<file path="config.mk">
export PLATFORM = sky130hd
export DESIGN_NAME = bbcd_ram
export DESIGN_NICKNAME = d
export VERILOG_FILES = /design/src/hdl/block_buffer_cache_directory_unit_macros.svh /design/src/hdl/bbcd_ram.sv
export SDC_FILE = /design/constraint.sdc
export NUM_CORES = 1
export LEC_CHECK = 0
export ABC_AREA = 1
export ABC_CLOCK_PERIOD_IN_PS = 3400
export BUFFER_PORTS_ARGS = -buffer_cell sky130_fd_sc_hd__buf_2
export CELL_PAD_IN_SITES_DETAIL_PLACEMENT = 1
export CELL_PAD_IN_SITES_GLOBAL_PLACEMENT = 2
export CORE_UTILIZATION = 30
export CTS_CLUSTER_DIAMETER = 30
export DETAILED_ROUTE_END_ITERATION = 10
export PLACE_DENSITY_LB_ADDON = 0.1
export SLEW_MARGIN = 20
export SYNTH_ARGS = -nofsm -noshare
export SYNTH_HDL_FRONTEND = slang
export SYNTH_SLANG_ARGS = --single-unit
</file>
<file path="constraint.sdc">
create_clock -name clock -period 3.4 [get_ports clock]
set_clock_uncertainty 0.15 [all_clocks]
set_input_delay 0.68 -clock clock [delete_from_list [all_inputs] [get_ports clock]]
set_output_delay 0.68 -clock clock [all_outputs]
set_load 0.02 [all_outputs]
</file>
<file path="src/hdl/block_buffer_cache_directory_unit_macros.svh">
// ----------------------------------------------------------------------------
// Buffer cache directory assertion macros
// Shared assertion wrappers for the directory RTL.
// ----------------------------------------------------------------------------
`ifndef BLOCK_BUFFER_CACHE_DIRECTORY_UNIT_MACROS_SVH
`define BLOCK_BUFFER_CACHE_DIRECTORY_UNIT_MACROS_SVH

// implication checked every clock, quiet during reset
`define BBCD_ASSERT_IMPL(label, clk, rst, ante, cons, msg) \
   label: assert property (@(posedge clk) disable iff (rst) (ante) |-> (cons)) \
      else $error(msg);

// next-cycle implication
`define BBCD_ASSERT_NEXT(label, clk, rst, ante, cons, msg) \
   label: assert property (@(posedge clk) disable iff (rst) (ante) |=> (cons)) \
      else $error(msg);

`endif

</file>
<file path="src/hdl/bbcd_ram.sv">
// ----------------------------------------------------------------------------
// Generic RAM
// One write port, one read port, registered read data.
// ----------------------------------------------------------------------------
module bbcd_ram #(
   parameter int WIDTH = 8,
   parameter int DEPTH = 64
) (
   input  logic                     clock,
   input  logic                     wr_en,
   input  logic [$clog2(DEPTH)-1:0] wr_addr,
   input  logic [WIDTH-1:0]         wr_data,
   input  logic [$clog2(DEPTH)-1:0] rd_addr,
   output logic [WIDTH-1:0]         rd_data
);

   logic [WIDTH-1:0] mem_ff [DEPTH];

   always_ff @(posedge clock) begin
      if (wr_en) begin
         mem_ff[wr_addr] <= wr_data;
      end
      rd_data <= mem_ff[rd_addr];
   end

endmodule

</file>
# Yosys cells after proc, flatten, opt, wreduce, memory -nomap -nowiden
# Memories as Yosys holds them, arrays and structs flattened. A register that Yosys moved wholly into a read port is not among the register bits.
# Cells that the tools add are included.
# totals
regBits,0
ram_bits,512
inputBits,22
word_cells,3
mem_count,1
# memory_table
memory,depth,width,rd,rd_ports_with_merged_regs,wr,line,source
mem_ff,64,8,1,1,1,bbcd_ram.sv:17,logic [WIDTH-1:0] mem_ff [DEPTH];
# op_classes
muxes,2
# op_table
op,count
1-bit 2-to-1 mux,2

# Longest topological paths before layout
# depth
depth_word,2
ltp_mapped,12
depth_no_buf,9

# Least setup slack after synthesis
# Ideal clock, no wire load.
# synth_timing
path_type,input-to-reg
from,input port wr_en
to,memory mem_ff[48][0] (enable)
setup_ps,395
t_arrival_ps,2051
t_required_ps,2855
slack_ps,804
cell_stages,3
path_buffers,1
cell_sequence,clkbuf_1 -> nand4_1 -> nor4_1
# synth_between
elab_chain_len,2
# synth_rtl
element,line,source
"start, declared",bbcd_ram.sv:10,"input logic wr_en,"
1-bit 2-to-1 mux,bbcd_ram.sv:20,if (wr_en) begin
1-bit 2-to-1 mux (implied by the code),bbcd_ram.sv:21,mem_ff[wr_addr] <= wr_data;
"end, declared",bbcd_ram.sv:17,
# Every way passes these cells.

==> flow_results.org <==
** Outcome
- The flow ran to the end, and the final reports show no timing, DRC or antenna violations.

** Setup path
- Startpoint type of the worst setup path :: input pin
- Category of the most critical setup path :: input pin to register
- R2R setup slack :: 1.77 ns
- WP data arrival :: 2.64 ns
- Cells along the critical path :: clkbuf_8 -> buf_12 -> buf_4 -> nand2_1 -> nand3_1 -> nand3_1 -> nand2_1 -> nand2_1 -> nand3_1 -> nand3_1 -> nand2_1
- In this design, the stage delay of the slowest critical-path cell is 0.37 ns.
- Data on the critical path is required at its endpoint by 3.88 ns.
- R2r startpoint :: mem_ff[31][6]$_DFFE_PP_
- Of all nets on the critical path, the largest fanout is 83.
- Register-to-Register Path Depth :: 8
- Slowest cell on the critical path :: sky130_fd_sc_hd__buf_12
- Category of the worst setup path capture point :: register
- Worst reg2reg endpoint :: rd_data[6]$_DFF_P_

** CTS
- The clock tree synthesis step divided the H-tree into 4 levels.
- No sink is reached through more buffers than the 3 on the longest clock path.
- Clock tree sinks :: 520
- Cell at the root of the clock tree :: sky130_fd_sc_hd__clkbuf_16
- # resized after CTS :: 0
- Post-CTS timing repair inserted 0 buffers for setup.
- Number of buffers created by CTS :: 134
- TritonCTS clock tree :: done
- Hold repair after CTS inserted 0 buffers.
- Post-CTS clock slew at the launch and capture registers of the worst setup and hold paths :: 0.04 ns
- The later pin in the worst-skew pair is clocked with a latency of 0.69 ns.

** Routing
- Summed over all layers, the routed wires come to 69500 um.
- Using the TritonRoute via totals, the vias-per-cell ratio works out to 4.78.
- Number of iterations in the first detailed-routing pass :: 5
- Average routed wire per standard cell :: 22.9 um
- For this run, design rule violations remaining after detail routing come to 0.
- The count of nets left with antenna violations once routing finished came out at 0.
- The detailed router finished its first iteration with 884 violations.
- The routed layout has 14497 vias.

** Synthesis
- Dividing the synthesized area by the synthesized cell count gives 11.8 um^2.
- Of the synthesized area, sequential elements account for 0.728.
- Gate count of the mapped netlist :: 1805
- For this run, the number of Yosys warnings is 0.
- Number of library cell types mapped by synthesis :: 16
- Synthesis produced a netlist with a net count of 1827.
- The synthesized design contains 520 register bits.
- Post-synthesis instance area :: 0.0213 mm^2

** Global routing
- Overall routing resource usage :: 0.199
- In the global route stage, met1 resource usage came out at 0.267.
- The initial antenna violation count came to 0.
- Global routing finished with a remaining overflow of 0.
- Entering global routing, the biggest net connects 84 pins.
- Layer with the highest usage :: met2
- Fraction of met2 tracks used by global routing :: 0.314
- The number of global-route vias before repair is 15225.
- Global-route wire length before repair :: 103000 um
- For this run, global-route usage on met3 was measured as 0.0400.

** Floorplan
- The total area inside the core boundary comes to 0.0701 mm^2.
- Die Footprint :: 0.0722 mm^2
- The die is 269 um tall.
- Die span in x :: 269 um
- Floorplan row count :: 97
- For this configuration, the core starts out at a cell density of 0.304.
- 30 I/O pins were placed.

** Pwr
- For this design the static power due to leakage is 10.3 nW.
- IR Drop Worst-Case VDD :: 0.370 mV
- Power per unit of standard cell area :: 742 mW/mm^2

** Place
- The wire-length estimate of the detail-placed layout is 41900 um.
- Number of cells in the design after placement :: 2793
- Routability-driven placement finished with a final weighted congestion of 0.769.
- Count of buffers inserted at the top-level ports :: 29

** Finish
- Synthesis-to-finish area growth :: 28.7%
- Measured on the finished design, the core utilization comes to 0.392.
- In the final layout, the share of cells above drive strength 1 is 0.172.
- The number of antenna diodes in the final layout is 0.
- Non-filler instance count after layout :: 3032
- After the last flow step, the layout net total stands at 2011.
- The library cells used most frequently in the layout, excluding fill and tap cells, are 648 x sky130_fd_sc_hd__nand2_1, 512 x sky130_fd_sc_hd__edfxtp_1, 439 x sky130_fd_sc_hd__nand3_1.
- Most common cell after layout, fill and taps aside :: sky130_fd_sc_hd__nand2_1

** Timing
- For the pin with the worst max-slew slack, the measured transition is 0.981 ns.
- The number of pins exceeding their max-slew limit in the final report came to 0.
- Final setup vio count :: 0
- In the finished design, the share of the clock period the worst path needs comes to 0.635.
- Normalized max-slew margin :: 0.346
- Final hold vios :: 0
- Total Negative Setup Slacks :: 0 ns
- For the finished layout, the period the worst path requires is 2.16 ns.
- Across all hold checks on the routed design, the worst slack comes to 0.248 ns.
- Unrepaired setup endpoints after global routing :: no
- Maximum clock frequency :: 0.463 GHz

** Worst hold path
- Path category of the worst min-delay check :: input pin to register
- Along the worst hold path, the cell count comes to 3.
- Worst hold path startpoint :: rd_addr[5]
- For hold timing, the worst endpoint is rd_data[5]$_DFF_P_.

** Flow run
- Number of max-capacitance violations reported :: 0
==> registers in the layout, indices dropped and copies added, names as in the netlist <==
register / cells
mem_ff: 512
rd_data: 8
==> worst max-delay path, delay by kind of cell <==
| family | cells | cell delay, ns |
|---|---|---|
| buffers and inverters | 3 | 0.92 |
| and+or+nand+nor | 8 | 0.92 |
==> per-stage QoR <==
step | power, W | cell area [um^2] | setup slack (ns)
after floorplan | 0.00776 | 21300 | 0.804
after global placement | 0.00823 | 23100 | 0.484
after detailed placement | 0.00823 | 23100 | 0.522
after CTS | 0.0207 | 27500 | 1.23
after global routing | 0.0210 | 27500 | 1.09
final | 0.0204 | 27500 | 1.24
==> routing by layer <==
layer / vias up / wire (um)
met1: 7336 / 32500
met2: 255 / 32400
met4: 0 / 2000
met3: 123 / 2520
met5: - / 0
li1: 6783 / -
==> cell families (layout without fill, tap and decap cells) <==
logic type / Yosys count / after routing / share of synthesized area
buffers and inverters: 125 / 412 / 0.0402
and+or+nand+nor: 1160 / 1160 / 0.232
DFF: 520 / 520 / 0.728
==> cell usage after synthesis, drive strengths merged <==
master | count | area (um^2)
nor4 | 8 | 50.1
clkbuf | 15 | 56.3
nand2 | 648 | 2430
dfxtp | 8 | 160
nand4 | 9 | 56.3
nor2 | 56 | 210
edfxtp | 512 | 15400
inv | 12 | 50.1
buf | 98 | 752
nand3 | 439 | 2200
==> power by group <==
part	total (W)	switching, W	internal [W]	leakage [nW]
clock	0.0123	0.00374	0.00856	2.14
sequential	0.00715	0.0000222	0.00713	4.67
combinational	0.000947	0.000703	0.000243	3.44
==> worst max path at each step <==
stage	end	cells past startpoint	slack [ns]	startpoint
global placement	rd_data[0]$_DFF_P_	12	0.48	rd_addr[0]
CTS	rd_data[3]	1	1.23	rd_data[3]$_DFF_P_
detailed placement	rd_data[1]$_DFF_P_	11	0.52	rd_addr[1]
finish	rd_data[6]$_DFF_P_	11	1.24	rd_addr[0]
global route	rd_data[0]$_DFF_P_	11	1.09	rd_addr[0]
floorplan	mem_ff[48][0]$_DFFE_PP_	3	0.80	wr_en
==> area by class of cell <==
type / instances / area (um^2)
Clock buffer: 166 / 3570
Clock inverter: 73 / 833
Fill cell: 7559 / 42700
Inverter: 12 / 55.1
Multi-Input combinational cell: 1160 / 4960
Sequential cell: 520 / 15500
Tap cell: 940 / 1180
Timing Repair Buffer: 161 / 1350
Note: power is estimated with default switching activity, not from simulation.
